[src/rtl/gpf_sqrt_chain.sv]
// gravity pair force: integer square root as a row of cells, one root bit
// per cell (restoring digit-by-digit method), sideband data alongside
// no package dependencies

module gpf_sqrt_chain #(
   parameter int IN_WIDTH   = 16,
   parameter int SIDE_WIDTH = 1
) (
   input  logic                    clock,
   input  logic                    reset,
   input  logic                    in_valid,
   input  logic [IN_WIDTH-1:0]     in_radicand,
   input  logic [SIDE_WIDTH-1:0]   in_side,
   output logic                    out_valid,
   output logic [IN_WIDTH/2-1:0]   out_root,
   output logic [SIDE_WIDTH-1:0]   out_side
);

   localparam int ROOT_WIDTH = IN_WIDTH / 2;

   logic                  valid_ff [ROOT_WIDTH];
   logic [IN_WIDTH-1:0]   op_ff    [ROOT_WIDTH];
   logic [IN_WIDTH-1:0]   res_ff   [ROOT_WIDTH];
   logic [SIDE_WIDTH-1:0] side_ff  [ROOT_WIDTH];

   for (genvar k = 0; k < ROOT_WIDTH; k++) begin : g_cell
      localparam logic [IN_WIDTH-1:0] ONE = IN_WIDTH'(1) << (IN_WIDTH - 2 - 2 * k);

      logic                  valid_prev;
      logic [IN_WIDTH-1:0]   op_prev;
      logic [IN_WIDTH-1:0]   res_prev;
      logic [SIDE_WIDTH-1:0] side_prev;
      logic [IN_WIDTH-1:0]   trial;
      logic [IN_WIDTH-1:0]   op_in;
      logic [IN_WIDTH-1:0]   res_in;

      // neighbour hand-over
      if (k == 0) begin : g_first
         assign valid_prev = in_valid;
         assign op_prev    = in_radicand;
         assign res_prev   = '0;
         assign side_prev  = in_side;
      end else begin : g_next
         assign valid_prev = valid_ff[k-1];
         assign op_prev    = op_ff[k-1];
         assign res_prev   = res_ff[k-1];
         assign side_prev  = side_ff[k-1];
      end

      // try this root bit, keep it when the remainder allows
      always_comb begin
         trial = res_prev + ONE;
         if (op_prev >= trial) begin
            op_in  = op_prev - trial;
            res_in = (res_prev >> 1) + ONE;
         end else begin
            op_in  = op_prev;
            res_in = res_prev >> 1;
         end
      end

      always_ff @(posedge clock) begin
         if (reset) begin
            valid_ff[k] <= 1'b0;
         end else begin
            valid_ff[k] <= valid_prev;
         end
      end

      always_ff @(posedge clock) begin
         op_ff[k]   <= op_in;
         res_ff[k]  <= res_in;
         side_ff[k] <= side_prev;
      end
   end

   assign out_valid = valid_ff[ROOT_WIDTH-1];
   assign out_root  = res_ff[ROOT_WIDTH-1][ROOT_WIDTH-1:0];
   assign out_side  = side_ff[ROOT_WIDTH-1];

endmodule

[config.mk]
export PLATFORM = sky130hd
export DESIGN_NAME = gpf_sqrt_chain
export DESIGN_NICKNAME = d
export VERILOG_FILES = /design/src/rtl/gpf_sqrt_chain.sv
export SDC_FILE = /design/constraint.sdc
export NUM_CORES = 1
export LEC_CHECK = 0
export ABC_AREA = 1
export BUFFER_PORTS_ARGS = -buffer_cell sky130_fd_sc_hd__buf_4
export CAP_MARGIN = 20
export CORE_ASPECT_RATIO = 1.75
export CORE_UTILIZATION = 40
export CTS_BUF_LIST = sky130_fd_sc_hd__clkbuf_4 sky130_fd_sc_hd__clkbuf_8
export DETAILED_ROUTE_END_ITERATION = 6
export GPL_ROUTABILITY_DRIVEN = 0
export SYNTH_ARGS = -nofsm -noshare
export SYNTH_HDL_FRONTEND = slang
export SYNTH_SLANG_ARGS = --single-unit
[constraint.sdc]
create_clock -name clock -period 2.1 [get_ports clock]
set_input_delay 0.105 -clock clock [delete_from_list [all_inputs] [get_ports clock]]
set_output_delay 0.105 -clock clock [all_outputs]
set_load 0.005 [all_outputs]
==> results.toml <==
[worst_setup_path]
cp_cell_sequence = "inv_1 -> ha_1 -> a21oi_1 -> o21ai_1 -> nand2_1 -> nand2_1 -> nor2_1 -> nand2_1 -> nand2_1"
cpPeakStageDelay_ns = 0.33
cp.required_ns = 2.49
worst_path_dominant_cell_family = "simple AND/OR/NAND/NOR gates"
slowest_stage = "dfxtp_1"
cp-start-kind = "register"
cpMostUsedCell = "nand2_1"
worstPathArrival_ns = 2.24
timing.reg2reg.setup_slack_ns = 0.25
critPathBufInv = 1
worstPathMaxFanout = 5
critical_path_class = "reg2reg"
critPathCaptureType = "register"

[synth]
synth_top_area_cell = "dfxtp_1"
ys_seq_area_share_pct = 50.98
synth_top_area_share_pct = 50.98
synth-compound-area-share_pct = 4.527
synth_edf_count = 0
synthXorXnorAreaFrac_pct = 2.584
yosys_warnings = 0
synth_cell_types = 33
synthAdderAreaFrac_pct = 7.772
synth.ff_latch_count = 164
synth.area.mux_share_pct = 0
synth_area_um2 = 6440
synthArstFlopShare_pct = 0
synth-simple-area-share_pct = 26.17
syn-num-nets = 863
synth.avg_cell_area_um2 = 8.020
ys.flop_type = "dfxtp_1"
synth.area.top_cells = "dfxtp_1, nand2_1, ha_1"
synth_top_family_by_area = "simple AND/OR/NAND/NOR gates"
netlist_instances = 803

[sta]
fin_worst_skew_ns = 0.01651
worst_slack_ns = 0.2458
rsz0062_at_grt = "no"
drv_slew = 0
max_freq_mhz = 539.3
tns_ns = 0
hold_viol_final = 0
worst_pin_slew_ns = 0.4050
timing.hold.ws_ns = 0.2985
setup_viol = 0
finalCriticalPeriod_ns = 1.854
slew_headroom_pct = 72.75
finalCritPeriodShare_pct = 88.30

[finish]
drive_gt1_share_pct = 10.62
area_delta_synth_final_pct = 17.31
layout_common_cells = "nand2_1, dfxtp_1, inv_1"
fillers = 1558
fin_nets = 932
n_antenna_cell = 0
instances_no_fill = 1074
mostFrequentLayoutCell = "nand2_1"

[power]
power.total_mw = 10.67
clkPwrFrac_pct = 22.1
p_per_area_nw_per_um2 = 1412
leakagePower_nw = 3.921
combPwrFrac_pct = 38.0
ir_worst_vdd_mv = 0.5791
power.switching_mw = 4.193
p_int_mw = 6.474
swShare_pct = 39.31
p_seq_share_pct = 39.9

[die]
ios = 30
placementRows = 61
start_util_pct = 40.76
die-width_um = 97.92
die_area_um2 = 16630
die_h_um = 169.9
core_area_um2 = 15800

[placed_design]
place_ws_ns = 0.1672
place_hpwl_um = 10010
dp_cells = 1019
portBuffers = 29

[flow_run]
maxCapViolCount = 0

[global_route]
grt_antenna_before_repair = 0
grt_pass1_wl_um = 20910
grt_max_degree = 19
grt_pass1_vias = 4858
grt_use_total_pct = 16.48
globalRouteOverflowTotal = 0

[routing]
firstDrtPassIters = 6
drt_iter0_drc = 128
vias = 4910
wire_per_inst_um = 11.74
drc = 4
viasPerCell = 4.572
wirelength_um = 12610
antenna_left = 0

[status]
outcome = "finished, violations left"
violations = "DRC"

[clock_tree]
clockBufferDepth = 2
cts_made_buffers = 17
htreeDepth = 4
cts_tree = "yes"
clkSinkCount = 164
cts-root-buf = "clkbuf_8"
cts.clk_slew.worst_paths_ns = 0.10
insertion_delay_ns = 0.45

[worst_hold_path]
hold_path_class = "in2reg"
[worst paths after layout]
check,from,depth (start not counted),end
worst max-delay path,res_ff[0][57],9,op_ff[2][8]
worst min-delay path,in_radicand[7],2,op_ff[0][7]
worst max register to register,res_ff[0][57],9,op_ff[2][8]
worst min register to register,side_ff[1][0],0,side_ff[1][1]
[metrics by stage]
stage,area (um2),util [%]
after global placement,6879,43.54
after global routing,7555,47.82
after detailed placement,6879,43.54
after floorplan,6440,-
after CTS,7522,47.61
final,7555,47.82
[logic make-up (layout without fill, tap and decap cells)]
family | Yosys count | after routing
compound gates | 50 | 50
xor+xnor | 19 | 19
fa+ha+maj | 40 | 40
buf+inv | 133 | 215
flops | 164 | 164
simple gates | 397 | 397
[registers in the layout (all words and copies together) (netlist names)]
register  flops
op_ff       112
res_ff       36
side_ff       8
valid_ff      8
[what timing repair did]
action / 4_1_cts / 5_1_grt
gates resized for setup: 0 / 1
setup endpoints to repair: 0 / 6
buffers inserted: 0 / 2
hold buffers: 21 / 0
endpoints found under the hold margin: 26 / 0
[Yosys cell counts (2+ instances only)]
library cell	number
a21oi_1	17
a21oi_2	7
dfxtp_1	164
ha_1	40
inv_1	127
inv_2	2
nand2_1	228
nand2_2	5
nand3_1	45
nand3_2	3
nand3b_1	6
nand4_1	12
nor2_1	76
nor2_2	2
nor3_1	8
nor4_1	3
o21ai_0	20
o21ai_2	2
or2_2	5
xnor2_1	7
xor2_1	12
[power groups by stage]
| stage | registers [mW] | logic (mW) | clock network (mW) |
|---|---|---|---|
| final | 4.25 | 4.05 | 2.36 |
| after global routing | 4.33 | 4.69 | 2.57 |
| after CTS | 4.25 | 4.06 | 2.45 |
| after detailed placement | 4.33 | 4.01 | 0 |
| after global placement | 4.33 | 3.97 | 0 |
| after floorplan | 4.20 | 3.16 | 0 |
[worst register-to-register path, cell delays in order, from the launching register on]
cell	delay, ns
dfxtp_1	0.33
inv_1	0.04
ha_1	0.33
a21oi_1	0.22
o21ai_1	0.14
nand2_1	0.16
nand2_1	0.09
nor2_1	0.33
nand2_1	0.10
nand2_1	0.07
[metal layers]
| layer | global-route usage, % | routed length, um |
|---|---|---|
| met1 | 11.96 | 4056 |
| met2 | 35.49 | 7612 |
| met3 | 3.080 | 199 |
| met4 | 12.06 | 739 |
| met5 | 0 | 0 |
[layout make-up]
cell class,count,area [um2],area share [%]
clock inverter,14,185.2,2.451
sequential,164,3283,43.46
timing repair buffer,53,462.9,6.128
multi-input combinational,506,2649,35.06
clock buffer,18,247.7,3.279
tap,189,236.5,3.130
inverter,130,490.5,6.492
(Power assumes the default switching activity.)
