**src/rtl/gpf_mul_chain.sv**
```systemverilog
// gravity pair force: shift-and-add multiplier built as a row of cells,
// one multiplier bit per cell, with sideband data travelling alongside
// no package dependencies

module gpf_mul_chain #(
   parameter int LANES      = 1,
   parameter int A_WIDTH    = 8,
   parameter int B_WIDTH    = 8,
   parameter int SIDE_WIDTH = 1
) (
   input  logic                                 clock,
   input  logic                                 reset,
   input  logic                                 in_valid,
   input  logic [LANES-1:0][A_WIDTH-1:0]         in_a,
   input  logic [LANES-1:0][B_WIDTH-1:0]         in_b,
   input  logic [SIDE_WIDTH-1:0]                in_side,
   output logic                                 out_valid,
   output logic [LANES-1:0][A_WIDTH+B_WIDTH-1:0] out_p,
   output logic [SIDE_WIDTH-1:0]                out_side
);

   localparam int P_WIDTH = A_WIDTH + B_WIDTH;

   logic                          valid_ff [B_WIDTH];
   logic [LANES-1:0][A_WIDTH-1:0] a_ff     [B_WIDTH];
   logic [LANES-1:0][B_WIDTH-1:0] b_ff     [B_WIDTH];
   logic [LANES-1:0][P_WIDTH-1:0] acc_ff   [B_WIDTH];
   logic [SIDE_WIDTH-1:0]         side_ff  [B_WIDTH];

   for (genvar k = 0; k < B_WIDTH; k++) begin : g_cell
      logic                          valid_prev;
      logic [LANES-1:0][A_WIDTH-1:0] a_prev;
      logic [LANES-1:0][B_WIDTH-1:0] b_prev;
      logic [LANES-1:0][P_WIDTH-1:0] acc_prev;
      logic [SIDE_WIDTH-1:0]         side_prev;
      logic [LANES-1:0][P_WIDTH-1:0] acc_in;

      // neighbour hand-over
      if (k == 0) begin : g_first
         assign valid_prev = in_valid;
         assign a_prev     = in_a;
         assign b_prev     = in_b;
         assign acc_prev   = '0;
         assign side_prev  = in_side;
      end else begin : g_next
         assign valid_prev = valid_ff[k-1];
         assign a_prev     = a_ff[k-1];
         assign b_prev     = b_ff[k-1];
         assign acc_prev   = acc_ff[k-1];
         assign side_prev  = side_ff[k-1];
      end

      // add the shifted multiplicand when this cell's bit is set
      always_comb begin
         for (int l = 0; l < LANES; l++) begin
            acc_in[l] = acc_prev[l];
            if (b_prev[l][k]) begin
               acc_in[l] = acc_prev[l] + (P_WIDTH'(a_prev[l]) << k);
            end
         end
      end

      always_ff @(posedge clock) begin
         if (reset) begin
            valid_ff[k] <= 1'b0;
         end else begin
            valid_ff[k] <= valid_prev;
         end
      end

      always_ff @(posedge clock) begin
         a_ff[k]    <= a_prev;
         b_ff[k]    <= b_prev;
         acc_ff[k]  <= acc_in;
         side_ff[k] <= side_prev;
      end
   end

   assign out_valid = valid_ff[B_WIDTH-1];
   assign out_p     = acc_ff[B_WIDTH-1];
   assign out_side  = side_ff[B_WIDTH-1];

endmodule

```
**config.mk**
```make
export PLATFORM = sky130hd
export DESIGN_NAME = gpf_mul_chain
export DESIGN_NICKNAME = d
export VERILOG_FILES = /design/src/rtl/gpf_mul_chain.sv
export SDC_FILE = /design/constraint.sdc
export NUM_CORES = 1
export LEC_CHECK = 0
export BUFFER_PORTS_ARGS = -buffer_cell sky130_fd_sc_hd__clkbuf_2
export CAP_MARGIN = 20
export CELL_PAD_IN_SITES_DETAIL_PLACEMENT = 1
export CELL_PAD_IN_SITES_GLOBAL_PLACEMENT = 1
export CORE_ASPECT_RATIO = 0.7
export CORE_MARGIN = 3
export CORE_UTILIZATION = 44
export DETAILED_ROUTE_END_ITERATION = 7
export PLACE_DENSITY = 0.82
export SYNTH_ARGS = -nofsm -noshare
export SYNTH_HDL_FRONTEND = slang
export SYNTH_SLANG_ARGS = --single-unit
```
**constraint.sdc**
```tcl
create_clock -name clock -period 1.7 [get_ports clock]
set_input_delay 0.085 -clock clock [delete_from_list [all_inputs] [get_ports clock]]
set_output_delay 0.085 -clock clock [all_outputs]
set_load 0.05 [all_outputs]
```
==> results.py <==
metrics = {
    "logic_synthesis": {
        "synth-main-ff-cell": "dfxtp_1",
        "syn_inst": 585,
        "synth_seq_cells": 199,
        "synth_cell_types": 37,
        "synth.most_common_cell": "dfxtp_1",
        "synth_nets": 667,
        "ys_warn_count": 0,
        "synth_area_leaders": "dfxtp_1 (57%), ha_1 (9.8%), mux2_2 (4.7%), fa_1 (2.0%), o211ai_1 (1.9%)",
        "synth-edff-count": 0,
        "ys_seq_area_share_pct": 56.85,
        "syn-cell-area_sq_um": 7008,
        "async_flop_share_pct": 0,
        "synth_area_leader_cell": "dfxtp_1",
        "synth_common_cells": "dfxtp_1 (199), ha_1 (55), nand2_1 (33), mux2_2 (29), nor2_1 (27)",
        "synth_area_per_cell_sq_um": 11.98,
        "synth_top_area_share_pct": 56.85,
    },
    "worst_hold_path": {
        "hold_path.class": "in -> reg",
    },
    "worst_setup_path": {
        "arrival_ns": 2.24,
        "end_kind": "register",
        "critical_path_class": "reg -> reg",
        "critPathRequiredTime_ns": 2.02,
        "critPathLaunchType": "register",
        "critPathMaxFanout": 2,
    },
    "place": {
        "placed_cell_area_sq_um": 7432,
        "gp_congestion": 0.8368,
        "port_buffers": 37,
        "dp_cells": 809,
        "dp_slack_ns": -0.1503,
        "hpwl_mm": 10.16,
    },
    "floorplanning": {
        "floorplan.die.height_microns": 111.6,
        "ioPinCount": 38,
        "die_w_microns": 156.8,
        "core-area_sq_um": 15140,
        "dieArea_sq_um": 17500,
        "rows": 37,
        "start_util_pct": 46.29,
    },
    "grt": {
        "antenna_found_initial": 0,
        "track_usage_pct": 20.80,
        "overflow": 0,
        "grt_pass1_wl_mm": 28.19,
        "grt_max_degree": 23,
        "grt_pass1_vias": 5198,
    },
    "route": {
        "avgViaCountPerCell": 5.525,
        "initialDrtViolationCount": 218,
        "drc": 0,
        "via_count": 4890,
        "dr.pass1.iters": 6,
        "ant_nets": 0,
        "wirelength_mm": 19.98,
        "wl_per_cell_microns": 22.58,
    },
    "layout": {
        "stdcell_area_sq_um": 8951,
        "antenna_cells": 0,
        "fillers": 1472,
        "layout.cells.non_filler": 885,
        "drive_gt1_share_pct": 35.80,
        "syn2layout_area_growth_pct": 27.73,
        "fin_nets": 759,
    },
    "timing": {
        "rsz0062_at_grt": "yes",
        "fin_crit_sh_pct": 113.0,
        "finalHoldViolations": 0,
        "max_freq_ghz": 0.5206,
        "maxSlewViolCount": 0,
        "maxSlewHeadroom_pct": 64.57,
        "worst_slew_pin_slew_ns": 0.5307,
        "fin_skew_ns": 0.01559,
        "fin_ws_ns": -0.2208,
        "setup_violations": 15,
        "min_period_ns": 1.921,
    },
    "clock_network": {
        "htreeDepth": 4,
        "cts.path.max_buffers": 2,
        "cts_inserted_buffers": 17,
        "root_buffer": "clkbuf_16",
        "clkTransAtPathRegs_ns": 0.08,
        "cts.sinks": 199,
        "tritoncts": "done",
        "clock_latency_ns": 0.45,
    },
    "outcome": {
        "outcome": "finished, violations left",
        "violations": "setup timing",
    },
    "power": {
        "power_density_nw_per_um2": 1806,
        "leakagePower_nw": 3.704,
        "ir_worst_vdd_mv": 0.8522,
    },
    "flow_run": {
        "drv_cap": 0,
    },
}
[worst max-delay path, cell delays in order (launching register included)]
cell      delay, ns
dfxtp_4        0.37
ha_4           0.17
fa_2           0.40
a21oi_4        0.19
buf_6          0.13
o211ai_1       0.13
a211oi_2       0.29
o31ai_2        0.12
[power breakdown]
part | switching [mW] | total, mW | internal [mW] | leakage [nW]
clock network | 2.19 | 4.38 | 2.19 | 0.311
logic | 3.14 | 5.66 | 2.52 | 1.72
registers | 0.619 | 6.13 | 5.51 | 1.67
total | 5.94 | 16.2 | 10.2 | 3.70
[cells in the final DEF, fill, tap and decap left out, types with 13 or more instances in the layout]
cell type and instances:
mux2_2 28, a21oi_1 21, buf_4 37, nor2_1 27, nor2b_1 14, clkbuf_2 37, o211ai_1 18, dfxtp_1 170
nand2_1 33, ha_4 18, dlygate4sd3_1 20, inv_1 15, xnor2_1 13, clkbuf_16 17, dfxtp_2 28, ha_1 32
[flip-flops by register name (all words and copies together), names as in the netlist]
name	flops
valid_ff	8
side_ff	8
acc_ff	99
b_ff	28
a_ff	56
[layer usage]
| layer | up-vias | routed length (microns) | global-route usage, % | part of all wire (%) |
|---|---|---|---|---|
| li1 | 2229 | - | - | - |
| met1 | 2470 | 7761 | 23.50 | 39 |
| met2 | 136 | 10930 | 38.74 | 55 |
| met3 | 55 | 595 | 3.730 | 3.0 |
| met4 | 0 | 696 | 7.697 | 3.5 |
| met5 | - | 0 | 0 | 0 |
[stage by stage]
stage | hold slack, ns | total power, mW | utilization, % | TNS, ns
6_report | 0.2691 | 16.16 | 59.13 | -1.592
5_1_grt | 0.2889 | 16.83 | 59.13 | -2.433
4_1_cts | 0.2614 | 14.97 | 56.76 | -0.9331
3_5_place_dp | 0.1898 | 10.02 | 49.10 | -1.028
3_3_place_gp | 0.1871 | 9.752 | 49.10 | -0.2540
2_1_floorplan | 0.1127 | 9.131 | - | -0.006933
[cell families (layout without fill, tap and decap cells)]
| kind of cell | Yosys count | in the layout | share of synthesized area [%] |
|---|---|---|---|
| flops | 199 | 199 | 56.85 |
| xor+xnor | 22 | 22 | 2.750 |
| mux | 30 | 30 | 4.803 |
| simple gates | 110 | 110 | 7.570 |
| fa+ha+maj | 62 | 62 | 11.82 |
| buf+inv | 38 | 143 | 2.910 |
| compound gates | 124 | 124 | 13.30 |
[final cells by class]
type	instances	area (sq um)	share of cell area, %
repair buffers	96	685.7	7.660
well taps	195	244.0	2.726
inverters	15	56.30	0.6290
clock buffers	17	425.4	4.753
clock inverters	15	216.5	2.418
multi-input cells	348	3301	36.87
flip-flops and latches	199	4023	44.94
[path summary, 6_finish.rpt]
| kind | start | endpoint | slack (ns) | cells past startpoint |
|---|---|---|---|---|
| min | in_b[5] | b_ff[0][5] | 0.27 | 2 |
| min reg2reg | acc_ff[1][35] | acc_ff[1][51] | 0.33 | 0 |
| max | acc_ff[1][5] | acc_ff[1][27] | -0.22 | 7 |
| max reg2reg | acc_ff[1][5] | acc_ff[1][27] | -0.22 | 7 |
[timing repair]
action                                 in CTS  in global routing
pin swaps                                  29                 41
hold buffers                               20                  0
setup endpoints to repair                  19                 32
buffers inserted                           14                 13
endpoints found under the hold margin      32                  0
resized for setup                          48                 56
Power figures use the tool's default switching activity.
