**config.mk**
```make
export PLATFORM = sky130hd
export DESIGN_NAME = gpf_div_chain
export DESIGN_NICKNAME = d
export VERILOG_FILES = /design/src/rtl/gpf_div_chain.sv
export SDC_FILE = /design/constraint.sdc
export NUM_CORES = 1
export LEC_CHECK = 0
export ABC_AREA = 1
export BUFFER_PORTS_ARGS = -buffer_cell sky130_fd_sc_hd__buf_2
export CAP_MARGIN = 20
export CORE_MARGIN = 2
export CORE_UTILIZATION = 60
export DETAILED_ROUTE_END_ITERATION = 10
export PLACE_DENSITY = 0.78
export SETUP_SLACK_MARGIN = 0.02
export SLEW_MARGIN = 20
export SYNTH_ARGS = -nofsm -noshare
export SYNTH_HDL_FRONTEND = slang
export SYNTH_SLANG_ARGS = --single-unit
export TNS_END_PERCENT = 10
```
**constraint.sdc**
```tcl
create_clock -name clock -period 5.5 [get_ports clock]
set_clock_uncertainty 0.15 [all_clocks]
set_input_delay 0 -clock clock [delete_from_list [all_inputs] [get_ports clock]]
set_output_delay 0 -clock clock [all_outputs]
set_load 0.1 [all_outputs]
```
**src/rtl/gpf_div_chain.sv**
```systemverilog
// gravity pair force: restoring divider as a row of cells, one quotient bit
// per cell after an overflow check cell; lanes share the divisor
// no package dependencies

module gpf_div_chain #(
   parameter int LANES      = 1,
   parameter int NUM_WIDTH  = 16,
   parameter int DEN_WIDTH  = 8,
   parameter int QUO_WIDTH  = 8,
   parameter int SIDE_WIDTH = 1
) (
   input  logic                                clock,
   input  logic                                reset,
   input  logic                                in_valid,
   input  logic [LANES-1:0][NUM_WIDTH-1:0]      in_num,
   input  logic [DEN_WIDTH-1:0]                in_den,
   input  logic [SIDE_WIDTH-1:0]               in_side,
   output logic                                out_valid,
   output logic [LANES-1:0][QUO_WIDTH-1:0]      out_quo,
   output logic [LANES-1:0]                    out_ovf,
   output logic [SIDE_WIDTH-1:0]               out_side
);

   localparam int REM_WIDTH = (NUM_WIDTH > DEN_WIDTH + QUO_WIDTH) ?
                              NUM_WIDTH : DEN_WIDTH + QUO_WIDTH;

   // overflow check cell
   logic                            chk_valid_ff;
   logic [LANES-1:0][REM_WIDTH-1:0] chk_rem_ff;
   logic [LANES-1:0]                chk_ovf_ff;
   logic [DEN_WIDTH-1:0]            chk_den_ff;
   logic [SIDE_WIDTH-1:0]           chk_side_ff;
   logic [LANES-1:0][REM_WIDTH-1:0] chk_rem_in;
   logic [LANES-1:0]                chk_ovf_in;

   // quotient cells
   logic                            valid_ff [QUO_WIDTH];
   logic [LANES-1:0][REM_WIDTH-1:0] rem_ff   [QUO_WIDTH];
   logic [LANES-1:0][QUO_WIDTH-1:0] quo_ff   [QUO_WIDTH];
   logic [LANES-1:0]                ovf_ff   [QUO_WIDTH];
   logic [DEN_WIDTH-1:0]            den_ff   [QUO_WIDTH];
   logic [SIDE_WIDTH-1:0]           side_ff  [QUO_WIDTH];

   // quotient would not fit: numerator at or above divisor times 2^QUO_WIDTH
   always_comb begin
      for (int l = 0; l < LANES; l++) begin
         chk_rem_in[l] = REM_WIDTH'(in_num[l]);
         chk_ovf_in[l] = chk_rem_in[l] >= (REM_WIDTH'(in_den) << QUO_WIDTH);
      end
   end

   always_ff @(posedge clock) begin
      if (reset) begin
         chk_valid_ff <= 1'b0;
      end else begin
         chk_valid_ff <= in_valid;
      end
   end

   always_ff @(posedge clock) begin
      chk_rem_ff  <= chk_rem_in;
      chk_ovf_ff  <= chk_ovf_in;
      chk_den_ff  <= in_den;
      chk_side_ff <= in_side;
   end

   for (genvar k = 0; k < QUO_WIDTH; k++) begin : g_cell
      localparam int BIT = QUO_WIDTH - 1 - k;

      logic                            valid_prev;
      logic [LANES-1:0][REM_WIDTH-1:0] rem_prev;
      logic [LANES-1:0][QUO_WIDTH-1:0] quo_prev;
      logic [LANES-1:0]                ovf_prev;
      logic [DEN_WIDTH-1:0]            den_prev;
      logic [SIDE_WIDTH-1:0]           side_prev;
      logic [REM_WIDTH-1:0]            den_shift;
      logic [LANES-1:0][REM_WIDTH-1:0] rem_in;
      logic [LANES-1:0][QUO_WIDTH-1:0] quo_in;

      // neighbour hand-over
      if (k == 0) begin : g_first
         assign valid_prev = chk_valid_ff;
         assign rem_prev   = chk_rem_ff;
         assign quo_prev   = '0;
         assign ovf_prev   = chk_ovf_ff;
         assign den_prev   = chk_den_ff;
         assign side_prev  = chk_side_ff;
      end else begin : g_next
         assign valid_prev = valid_ff[k-1];
         assign rem_prev   = rem_ff[k-1];
         assign quo_prev   = quo_ff[k-1];
         assign ovf_prev   = ovf_ff[k-1];
         assign den_prev   = den_ff[k-1];
         assign side_prev  = side_ff[k-1];
      end

      // subtract the aligned divisor where it fits and set the quotient bit
      always_comb begin
         den_shift = REM_WIDTH'(den_prev) << BIT;
         for (int l = 0; l < LANES; l++) begin
            rem_in[l] = rem_prev[l];
            quo_in[l] = quo_prev[l];
            if (rem_prev[l] >= den_shift) begin
               rem_in[l]      = rem_prev[l] - den_shift;
               quo_in[l][BIT] = 1'b1;
            end
         end
      end

      always_ff @(posedge clock) begin
         if (reset) begin
            valid_ff[k] <= 1'b0;
         end else begin
            valid_ff[k] <= valid_prev;
         end
      end

      always_ff @(posedge clock) begin
         rem_ff[k]  <= rem_in;
         quo_ff[k]  <= quo_in;
         ovf_ff[k]  <= ovf_prev;
         den_ff[k]  <= den_prev;
         side_ff[k] <= side_prev;
      end
   end

   assign out_valid = valid_ff[QUO_WIDTH-1];
   assign out_quo   = quo_ff[QUO_WIDTH-1];
   assign out_ovf   = ovf_ff[QUO_WIDTH-1];
   assign out_side  = side_ff[QUO_WIDTH-1];

endmodule

```
==> summary.txt, run 1 <==
Yosys
  • Synthesized area per cell: a little under 8 um2
  • Syn Inst Count: about 1.4k
  • Synthesized flop and latch total: ~260
  • Number of flops mapped to enable cells by yosys: 0
  • Post-Synthesis Cell Area: approximately 11000 um2
  • Yosys warning count: 0
  • Compound-gate portion of the synthesized area: 0.04617
  • Top_reg_cell synth: dfxtp_1
  • Portion of netlist area occupied by mux cells: 0
  • Post-synthesis adder-cell area fraction: 0.09580
  • Syn Nets: about 1.5k
  • Cell variety after synth: between 40 and 50
  • Synth Area in XOR/XNOR: 0.02176
  • Async SR Flop Fraction: 0
  • Sequential area share after synthesis: 0.4698
  • Largest family of logic cells by synthesized area: simple AND/OR/NAND/NOR gates
  • Simple-gate share of the synthesized area: 0.2767

Floorplanning
  • Die footprint: ~19000 um2
  • Die X: approximately 140 um
  • Core Region: 17840 um2
  • # IOs: 39
  • Row cnt: 49
  • Die height: around 140 um
  • Starting Density: 0.6091

Global routing
  • Global-route wire length before repair: 41830 um
  • Initial antenna violation count: 1
  • Total grt overflow: 0
  • Met1 Use GR: 0.2607
  • Vias in the first global route: roughly 9k
  • GR peak layer: met2
  • Gr usage total: 0.2648
  • Largest net degree at the start of global routing: 18
  • Met2 usage: 0.5117
  • Routing usage on met3: 0.03971

Power
  • Switch Pwr: between 2000 and 3000 uW
  • IR drop worst, VDD: slightly below 0.4 mV
  • Internal power: 4381 uW
  • Comb pwr share: 0.374
  • P_leak: between 0.006 and 0.007 uW
  • PwrDens: 555.8 nW/um2
  • Switching share of power: 0.3813
  • Final Power: ~7000 uW
  • Reg power frac: 0.359
  • Clock network power share: 0.268

Place
  • Placed cells: ~1.6k
  • DP HPWL: 16820 um
  • Final RePlAce weighted congestion: between 0.9 and 1
  • # port buffers: 38
  • Post-Place Setup Slack: just over 3 ns

Worst setup path
  • WP data arrival: 2.84 ns
  • Data required time of the critical path: between 5 and 6 ns
  • FF-to-FF path depth: 10
  • Register-to-register path setup slack: 2.97 ns
  • Worst Setup Start Kind: register
  • Critical R2R Launch: rem_ff[0][6]
  • Critical path endpoint: rem_ff[1][7]
  • Crit-path max FO: 13
  • Worst setup EP type: register
  • CP Launch Point: rem_ff[0][6]
  • Critical R2R Capture: rem_ff[1][7]
  • Worst setup path category: register to register

Clocking
  • CTS sink cnt: about 260
  • CTS tree: done
  • Htree depth: 1
  • Later-pin clock latency in the skew report: 0.53 ns
  • Clock transition at the registers of the reported paths: 0.07 ns
  • Post-CTS Setup Bufs: 0
  • Root Buffer Master: clkbuf_16
  • TritonCTS buffer count: 26
  • Clock buffer depth: 3

Detailed routing
  • WL final: 25450 um
  • DRT Pass-1 Iters: 5
  • Antenna viol nets, final: 0
  • DRT iter0 DRCs: approximately 490
  • Number of remaining DRC errors: 0
  • Via density: ~5.1
  • Avg WL per Cell: roughly 15 um
  • Via count: 8964

Timing
  • Slew @ Worst Pin: approximately 0.75 ns
  • Max Transition Viols Final: 0
  • Slew HR: 0.5001
  • Tcrit/Tclk final: 0.4607
  • Final setup margin: ~3.0 ns
  • Max Clk Rate: just under 400 MHz
  • Fin. Hold Viols: 0
  • Tmin final: between 2 and 3 ns
  • Unrepaired setup endpoints after global routing: no
  • Final setup violating endpoints: 0
  • Setup TNS: 0 ns

Layout
  • Nets: 1608
  • Layout area overhead: 17.24%
  • FF+latch area: between 5000 and 6000 um2
  • Filler instances: around 1.3k
  • Multi-input logic area: 4786 um2
  • Post-layout util: 0.7141
  • Ratio of cells with drive above 1 in the final layout: 0.09533
  • Final std cells w/o fill: ~1.8k

Min path
  • Worst min path class: input pin to register
  • WHS Path Cells: 3

Flow run
  • Maxcap violations: 0

Status
  • Outcome: complete, no violations
==> cell usage in the layout (no fill, tap or decap), drive strengths merged, types with 20 or more instances in the layout <==
| cell | Yosys | final |
|---|---|---|
| a21oi | 47 | 47 |
| buf | 6 | 38 |
| clkbuf | 1 | 32 |
| dfxtp | 255 | 255 |
| dlygate4sd3 | 0 | 53 |
| ha | 72 | 72 |
| inv | 241 | 243 |
| nand2 | 447 | 447 |
| nand3 | 91 | 91 |
| nand4 | 20 | 20 |
| nor2 | 113 | 113 |
| o21ai | 24 | 24 |
| xor2 | 21 | 21 |
==> power groups by stage <==
stage | clock network (uW) | registers [uW] | logic [uW]
after CTS | 1910 | 2540 | 2600
after global routing | 1990 | 2580 | 3010
after floorplan | 0 | 2600 | 1980
after global placement | 0 | 2560 | 2480
after detailed placement | 0 | 2570 | 2540
final | 1900 | 2540 | 2640
==> timing repair <==
action / 4_1_cts / 5_1_grt
endpoints found under the hold margin: 35 / 1
gates resized for setup: 0 / 0
hold buffers: 52 / 1
==> cells in the mapped netlist (2+ instances only) <==
cell type,n,share of area
inv_2,8,0.0028
o21a_1,2,0.0014
nand2_1,431,0.15
fa_1,7,0.013
nand2_4,2,0.0021
nand4_1,20,0.012
nand2_2,14,0.0081
nor2_1,103,0.036
dfxtp_1,255,0.47
o21ai_2,4,0.0032
a21oi_1,39,0.018
o211ai_1,2,0.0014
o21ai_1,3,0.0014
o21ai_0,17,0.0078
nand3b_1,5,0.0035
nor2_4,3,0.0031
nand3_2,10,0.0092
nor3_1,11,0.0051
nor2_2,7,0.0040
a21oi_2,7,0.0056
o21bai_1,4,0.0028
xnor2_1,6,0.0048
ha_1,72,0.083
buf_4,2,0.0014
or2_2,3,0.0017
buf_8,2,0.0028
nor4_1,4,0.0023
nand3_1,80,0.037
xor2_1,21,0.017
buf_6,2,0.0021
inv_1,233,0.080
==> metal layers <==
metal / share of wire / wire length, um / up-vias
met4: 0.070 / 1773 / 0
met1: 0.37 / 9363 / 4032
met5: 0 / 0 / -
met3: 0.041 / 1042 / 128
met2: 0.52 / 13270 / 270
li1: - / - / 4534
==> stage by stage <==
step | hold WS (ns) | area (um2)
6_report | 0.1467 | 12740
5_1_grt | 0.1683 | 12740
4_1_cts | 0.001723 | 12730
3_5_place_dp | -0.04464 | 11270
3_3_place_gp | -0.04552 | 11270
2_1_floorplan | -0.1223 | 10870
==> how the worst min path moves through the flow <==
stage | from | slack (ns) | to
3_3_place_gp | in_side | -0.05 | chk_side_ff
2_1_floorplan | in_den[0] | -0.12 | chk_den_ff[0]
6_report | reset | 0.15 | valid_ff[1][3]
3_5_place_dp | in_side | -0.04 | chk_side_ff
5_1_grt | reset | 0.17 | valid_ff[1][1]
4_1_cts | in_num[8] | 0.002 | chk_rem_ff[8]
==> cell families (layout without fill, tap and decap cells) <==
logic type,Yosys count,after routing
DFF,255,255
adders and majority gates,79,79
AOI/OAI and AO/OA,82,82
and+or+nand+nor,698,698
buffers and inverters,248,380
other,0,1
xor gates and xnor gates,27,27
==> flip-flops by register name (all words and copies together) (netlist names) <==
name	count
den_ff	56
chk_ovf_ff	1
valid_ff	8
quo_ff	36
side_ff	8
chk_side_ff	1
rem_ff	112
chk_valid_ff	1
chk_den_ff	8
ovf_ff	8
chk_rem_ff	16
==> final cells by class <==
cell class                      instances  area share
Clock inverter                         16     0.01817
Timing Repair Buffer                   91     0.05657
Sequential cell                       255      0.4007
Clock buffer                           32     0.05520
Multi-Input combinational cell        886      0.3757
Antenna cell                            1   0.0001964
Tap cell                              229     0.02249
Inverter                              241     0.07101
==> worst max-delay path: stages (launching register included) <==
cell,delay [ns]
dfxtp_1,0.31
inv_1,0.10
ha_1,0.21
inv_1,0.09
fa_1,0.45
o21bai_1,0.22
nand2_1,0.08
nand2_1,0.30
inv_1,0.35
nand2_1,0.09
nand2_1,0.09
No activity file was read; power rests on OpenSTA's default activity.
==> run 2, diff against run 1 <==
Settings changed: CORE_UTILIZATION 60 to 56, PLACE_DENSITY 0.78 to 0.76.
Clock period 5.5 ns to 2.12 ns, I/O delays scaled along.
==> run 2 against run 1 <==
  * Via count fell by 0.19%
  * Clock-buffer cell count fell by 3
  * Sequential share of layout area fell by 1.4 points
  * Wire length fell by 0.91%
  * Worst hold slack improved by 0.0012 ns
  * Flip-flop and latch count did not move
  * Critical path depth rose by 1
  * Clock power rose to 2.9 times the previous value
  * Non-clock buffer count rose by 25
  * Cell count rose by 3.1%
  * Die area rose by 6.9%
  * Global-route usage fell by 1.1 points
  * Critical endpoint is now rem_ff[5][8]
  * Highest routed layer unchanged
==> summary.txt, run 2 (same netlist as run 1, synthesis figures left out) <==
Floorplanning
  • Core Region: 18890 um2 (+5.9%)
  • Die height: 143.3 um (+3.4%)
  • Die X: 143.3 um (+3.4%)
  • Row cnt: 50 (+2.0%)
  • # IOs: 39 (unchanged)
  • Starting Density: 0.5752 (-0.03392)
  • Die footprint: 20530 um2 (+6.9%)

Detailed routing
  • Avg WL per Cell: 13.97 um (-3.9%)
  • Via density: 4.957 (-3.2%)
  • Antenna viol nets, final: 0 (unchanged)
  • DRT iter0 DRCs: 344 (-30%)
  • DRT Pass-1 Iters: 5 (unchanged)
  • Metal2 WL: 13620 um (+2.6%)
  • Max Used Layer: met4
  • Met1 wire length: 9177 um (-2.0%)
  • Met3 routed WL: 886 um (-15%)
  • Via count: 8947 (-0.19%)
  • WL final: 25210 um (-0.91%)
  • Number of remaining DRC errors: 0 (unchanged)

Min path
  • Hold_sp: reset
  • Worst min path class: input pin to register
  • WHS Endpoint: valid_ff[1][2]
  • WHS Path Cells: 3 (unchanged)

Global routing
  • Initial antenna violation count: 0 (-1)
  • Gr usage total: 0.2534 (-0.01142)
  • Global-route wire length before repair: 41680 um (-0.36%)
  • Largest net degree at the start of global routing: 16 (-2)
  • Vias in the first global route: 9249 (+2.6%)
  • Total grt overflow: 0 (unchanged)

Worst setup path
  • CP Cell Sequence: inv_1 > ha_1 > fa_1 > inv_1 > nand2_1 > nand3_2 > nand2_1 > nand3_4 > buf_4 > nand2_1 > nand2_1
  • Register-to-register path setup slack: 0.08 ns (-2.89 ns)
  • Critical R2R Capture: rem_ff[5][8]
  • Critical R2R Launch: rem_ff[4][2]
  • CP max stage cell: fa_1
  • Worst setup path category: register to register
  • Crit-path max cell delay: 0.46 ns (about the same)
  • Worst setup EP type: register
  • FF-to-FF path depth: 11 (+1)
  • Worst Setup Start Kind: register
  • WP data arrival: 2.37 ns (-0.47 ns)
  • Most Frequent Cell on Critical Path: nand2_1
  • Data required time of the critical path: 2.45 ns (-3.36 ns)
  • Crit-path max FO: 10 (-3)

Status
  • Outcome: complete, no violations

Layout
  • Ratio of cells with drive above 1 in the final layout: 0.1223 (+0.02700)
  • Nets: 1633 (+1.6%)
  • Most frequent cells in the layout: 429 x nand2_1, 254 x dfxtp_1, 232 x inv_1
  • Final Instance Area: 13210 um2 (+3.7%)
  • Final std cells w/o fill: 1805 (+3.1%)
  • Biggest register: rem_ff
  • Post-layout util: 0.6991 (-0.01494)
  • Top Registers: rem_ff x112, den_ff x56, quo_ff x36
  • Number of diodes: 0 (-1)
  • Layout area overhead: 21.55%
  • Number of flip-flops in the largest register: 112 (unchanged)
  • Commonest non-fill, non-tap cell in the layout: nand2_1

Clocking
  • CTS tree: done
  • Clock buffer depth: 3 (unchanged)
  • Root Buffer Master: clkbuf_16
  • Htree depth: 1 (unchanged)
  • Clock transition at the registers of the reported paths: 0.06 ns (about the same)
  • CTS sink cnt: 255 (unchanged)
  • TritonCTS buffer count: 26 (unchanged)
  • Later-pin clock latency in the skew report: 0.54 ns (about the same)

Power
  • P_leak: 0.006811 uW (+2.8%)
  • PwrDens: 1466 nW/um2 (+160%)
  • Final Power: 19370 uW (+170%)
  • IR drop worst, VDD: 0.8654 mV (+120%)

Place
  • DP HPWL: 16800 um (about the same)
  • # port buffers: 38 (unchanged)
  • Placed cells: 1703 (+3.3%)
  • Cell Area, Placed: 11510 um2 (+2.1%)
  • Final RePlAce weighted congestion: 0.9289 (+1.8%)

Timing
  • Tcrit/Tclk final: 0.9636 (+0.5029)
  • Slew @ Worst Pin: 0.4986 ns (-0.2485 ns)
  • Max Transition Viols Final: 0 (unchanged)
  • Slew HR: 0.6699 (+0.1698)
  • Final hold slack: 0.1479 ns (+0.001201 ns)
  • Final setup violating endpoints: 0 (unchanged)
  • Fin. Hold Viols: 0 (unchanged)
  • Tmin final: 2.043 ns (-0.4909 ns)
  • Max Clk Rate: 489.5 MHz (+24%)

Flow run
  • Maxcap violations: 0 (unchanged)
## run 2: changes by cell type in the layout (fill, tap and decap cells not counted), moves of 3 or more
cell	delta
bufinv_16	+5
buf_12	+3
clkinv_2	-3
clkinv_4	+3
ha_1	-4
buf_4	+21
ha_2	+3
o21ai_0	-3
## run 2: metrics by stage
stage               setup TNS [ns]  setup WS (ns)
finish                           0        0.07725
global route            -0.0007703     -0.0007703
CTS                              0        0.02359
detailed placement        -0.07340       -0.02132
global placement                 0        0.03041
floorplan                        0         0.2307
## run 2: worst max-delay path by stage
stage	end	slack [ns]	startpoint	depth (start not counted)
6_report	rem_ff[5][8]	0.08	rem_ff[4][2]	11
3_5_place_dp	rem_ff[3][10]	-0.02	den_ff[0][18]	10
3_3_place_gp	rem_ff[5][8]	0.03	den_ff[1][7]	9
2_1_floorplan	rem_ff[3][5]	0.23	rem_ff[2][4]	10
4_1_cts	rem_ff[1][12]	0.02	rem_ff[0][6]	10
5_1_grt	rem_ff[4][5]	-0.0008	den_ff[0][28]	12
## run 2: layout make-up
class	instances	area [um2]
fillers	1443	5684
repair buffers	116	949.7
clock buffers	29	671.9
flip-flops and latches	255	5106
well taps	260	325.3
multi-input cells	886	4877
clock inverters	18	369.1
inverters	241	909.6
## run 2: power breakdown
group          total, uW  leakage (uW)  switching (uW)  internal [uW]
clock               5480      0.000503            1960           3520
sequential          6560       0.00214             623           5940
combinational       7330       0.00417            4610           2730
## run 2: worst max-delay path, delay by kind of cell (launching register included)
kind	cells	cell delay, ns
buf+inv	3	0.32
flops	1	0.31
fa+ha+maj	2	0.69
simple gates	6	0.51
## run 2: repair_timing
item | CTS | global route
gates resized for setup | 5 | 25
pin swaps | 0 | 1
buffers inserted | 0 | 2
hold endpoints to repair | 35 | 0
endpoints found under the setup margin | 18 | 61
hold buffers | 53 | 0
## run 2: metal layers
| metal | vias up | global-route usage |
|---|---|---|
| li1 | 4564 | - |
| met2 | 234 | 0.5052 |
| met4 | 0 | 0.1527 |
| met5 | - | 0 |
| met1 | 4043 | 0.2437 |
| met3 | 106 | 0.03432 |
==> run 3, diff against run 2 <==
Settings changed: CORE_UTILIZATION 56 to 30, MAX_ROUTING_LAYER set to met4, PLACE_DENSITY 0.76 to not set.
==> run 3 against run 2 <==
  * The flow now finishes with violations (design-rule violations)
  * Power fell by 4.3%
  * Largest cell class unchanged
  * Clock power fell by 11%
  * Critical path type unchanged
  * Utilization fell by 33 points
  * Wire length fell by 9.3%
  * First-iteration DRC count fell by 16%
==> summary.txt, run 3 (same netlist as run 1, synthesis figures left out) <==
Status
  • Outcome: complete, but fails checks
  • Violated checks: design-rule violations

Layout
  • Top Registers: rem_ff x112, den_ff x56, quo_ff x36
  • Layout area overhead: 22.67%
  • Most frequent cells in the layout: 430 x nand2_1, 255 x dfxtp_1, 233 x inv_1
  • Ratio of cells with drive above 1 in the final layout: 0.1229 (+0.0005785)
  • Multi-input logic area: 4852 um2 (-0.51%)
  • Number of diodes: 0 (unchanged)
  • FF+latch area: 5105 um2 (about the same)
  • Biggest register: rem_ff
  • Final Instance Area: 13330 um2 (+0.92%)
  • Number of flip-flops in the largest register: 112 (unchanged)
  • Commonest non-fill, non-tap cell in the layout: nand2_1
  • Filler instances: 3672 (+150%)
  • Nets: 1639 (+0.37%)

Clocking
  • Clock buffer depth: 3 (unchanged)
  • Htree depth: 1 (unchanged)
  • Root Buffer Master: clkbuf_16
  • CTS sink cnt: 255 (unchanged)
  • Clock transition at the registers of the reported paths: 0.06 ns (about the same)
  • Later-pin clock latency in the skew report: 0.54 ns (about the same)
  • Post-CTS Setup Bufs: 0 (unchanged)
  • TritonCTS buffer count: 29 (+12%)
  • CTS tree: done

Worst setup path
  • Worst setup path category: register to register
  • Worst Setup Start Kind: register
  • Worst setup EP type: register
  • WP data arrival: 2.29 ns (-0.08 ns)
  • Data required time of the critical path: 2.46 ns (about the same)
  • Crit-path max FO: 6 (-4)

Detailed routing
  • Via count: 8643 (-3.4%)
  • DRT iter0 DRCs: 289 (-16%)
  • Number of remaining DRC errors: 1 (+1)
  • Antenna viol nets, final: 0 (unchanged)
  • WL final: 22870 um (-9.3%)
  • Avg WL per Cell: 11.35 um (-19%)
  • Via density: 4.289 (-13%)
  • DRT Pass-1 Iters: 8 (+3)

Floorplanning
  • Core Region: 35660 um2 (+89%)
  • Row cnt: 69 (+38%)
  • # IOs: 39 (unchanged)
  • Die X: 194.3 um (+36%)
  • Die footprint: 37760 um2 (+84%)
  • Die height: 194.3 um (+36%)
  • Starting Density: 0.3048 (-0.2704)

Min path
  • Worst min path class: input pin to register

Timing
  • Slew @ Worst Pin: 0.5518 ns (+0.05319 ns)
  • Max Clk Rate: 512.5 MHz (+4.7%)
  • Tcrit/Tclk final: 0.9203 (-0.04323)
  • Max Transition Viols Final: 0 (unchanged)
  • Unrepaired setup endpoints after global routing: yes
  • Final setup violating endpoints: 0 (unchanged)
  • Setup TNS: 0 ns (unchanged)
  • Slew HR: 0.6288 (-0.04114)
  • Tmin final: 1.951 ns (-0.09164 ns)
  • Fin. Hold Viols: 0 (unchanged)

Global routing
  • Largest net degree at the start of global routing: 16 (unchanged)
  • Gr usage total: 0.1278 (-0.1257)
  • Initial antenna violation count: 0 (unchanged)
  • Vias in the first global route: 8910 (-3.7%)
  • Total grt overflow: 0 (unchanged)
  • Global-route wire length before repair: 39110 um (-6.2%)

Place
  • Final RePlAce weighted congestion: 0.8814 (-5.1%)
  • DP HPWL: 17890 um (+6.5%)
  • # port buffers: 38 (unchanged)
  • Cell Area, Placed: 11790 um2 (+2.4%)

Power
  • P_leak: 0.006775 uW (-0.52%)
  • IR drop worst, VDD: 0.8110 mV (-6.3%)
  • PwrDens: 1390 nW/um2 (-5.2%)

Flow run
  • Maxcap violations: 0 (unchanged)
==> run 3: cell count changes in the layout (fill, tap and decap cells not counted), sizes merged <==
cell and delta:
clkbuf +9, bufinv -8, buf +3, clkinv +2, inv +2, clkinvlp +1
==> run 3: final cells by class <==
| class | instances | share of cell area |
|---|---|---|
| clock buffers | 38 | 0.05998 |
| clock inverters | 15 | 0.01117 |
| inverters | 241 | 0.06786 |
| multi-input cells | 886 | 0.3640 |
| flip-flops and latches | 255 | 0.3830 |
| well taps | 461 | 0.04327 |
| repair buffers | 119 | 0.07077 |
==> run 3: per-stage QoR <==
stage / total power (uW) / hold WS (ns) / worst slack (ns) / std cells / utilization
2_1_floorplan: 11880 / -0.1223 / 0.2307 / 1389 / -
3_3_place_gp: 13480 / -0.04637 / 0.01256 / 1909 / 0.3305
3_5_place_dp: 13630 / -0.04642 / -0.04488 / 1909 / 0.3305
4_1_cts: 18670 / 0.09734 / 0.01940 / 2015 / 0.3724
5_1_grt: 20090 / 0.1416 / 0.01836 / 2015 / 0.3739
6_report: 18530 / 0.1208 / 0.1689 / 2015 / 0.3739
==> run 3: power breakdown <==
part	total [uW]	internal, uW	switching (uW)	leakage, uW
logic	7120	2690	4430	0.00417
clock network	4860	2910	1950	0.000466
registers	6540	5940	606	0.00214
total	18500	11500	6990	0.00678
==> run 3: critical path, cell delays in order, from the launching register on <==
cell and delay (ns):
dfxtp_1 0.32, inv_1 0.05, ha_1 0.21, fa_1 0.41, o21ai_2 0.25, nand3_2 0.18
nand3_1 0.13, nand2_1 0.05, nand2_1 0.06, nand2_1 0.04, inv_1 0.04
==> run 3: repair_timing <==
item	4_1_cts	5_1_grt
resized for setup	3	14
endpoints found under the hold margin	35	0
hold buffers	53	0
setup endpoints to repair	21	34
==> run 3: worst paths after layout <==
check / depth (start not counted) / slack (ns) / to / start
setup / recovery: 10 / 0.17 / rem_ff[4][15] / rem_ff[3][3]
hold / removal: 3 / 0.12 / valid_ff[1][2] / reset
setup reg to reg: 10 / 0.17 / rem_ff[4][15] / rem_ff[3][3]
hold reg to reg: 0 / 0.17 / quo_ff[1][29] / quo_ff[1][21]
==> run 3: per-layer routing <==
metal	track usage	vias up	part of all wire
met2	0.2509	130	0.53
met3	0.02152	72	0.031
met5	-	-	0
li1	-	4577	-
met4	0.05926	0	0.048
met1	0.1200	3864	0.39
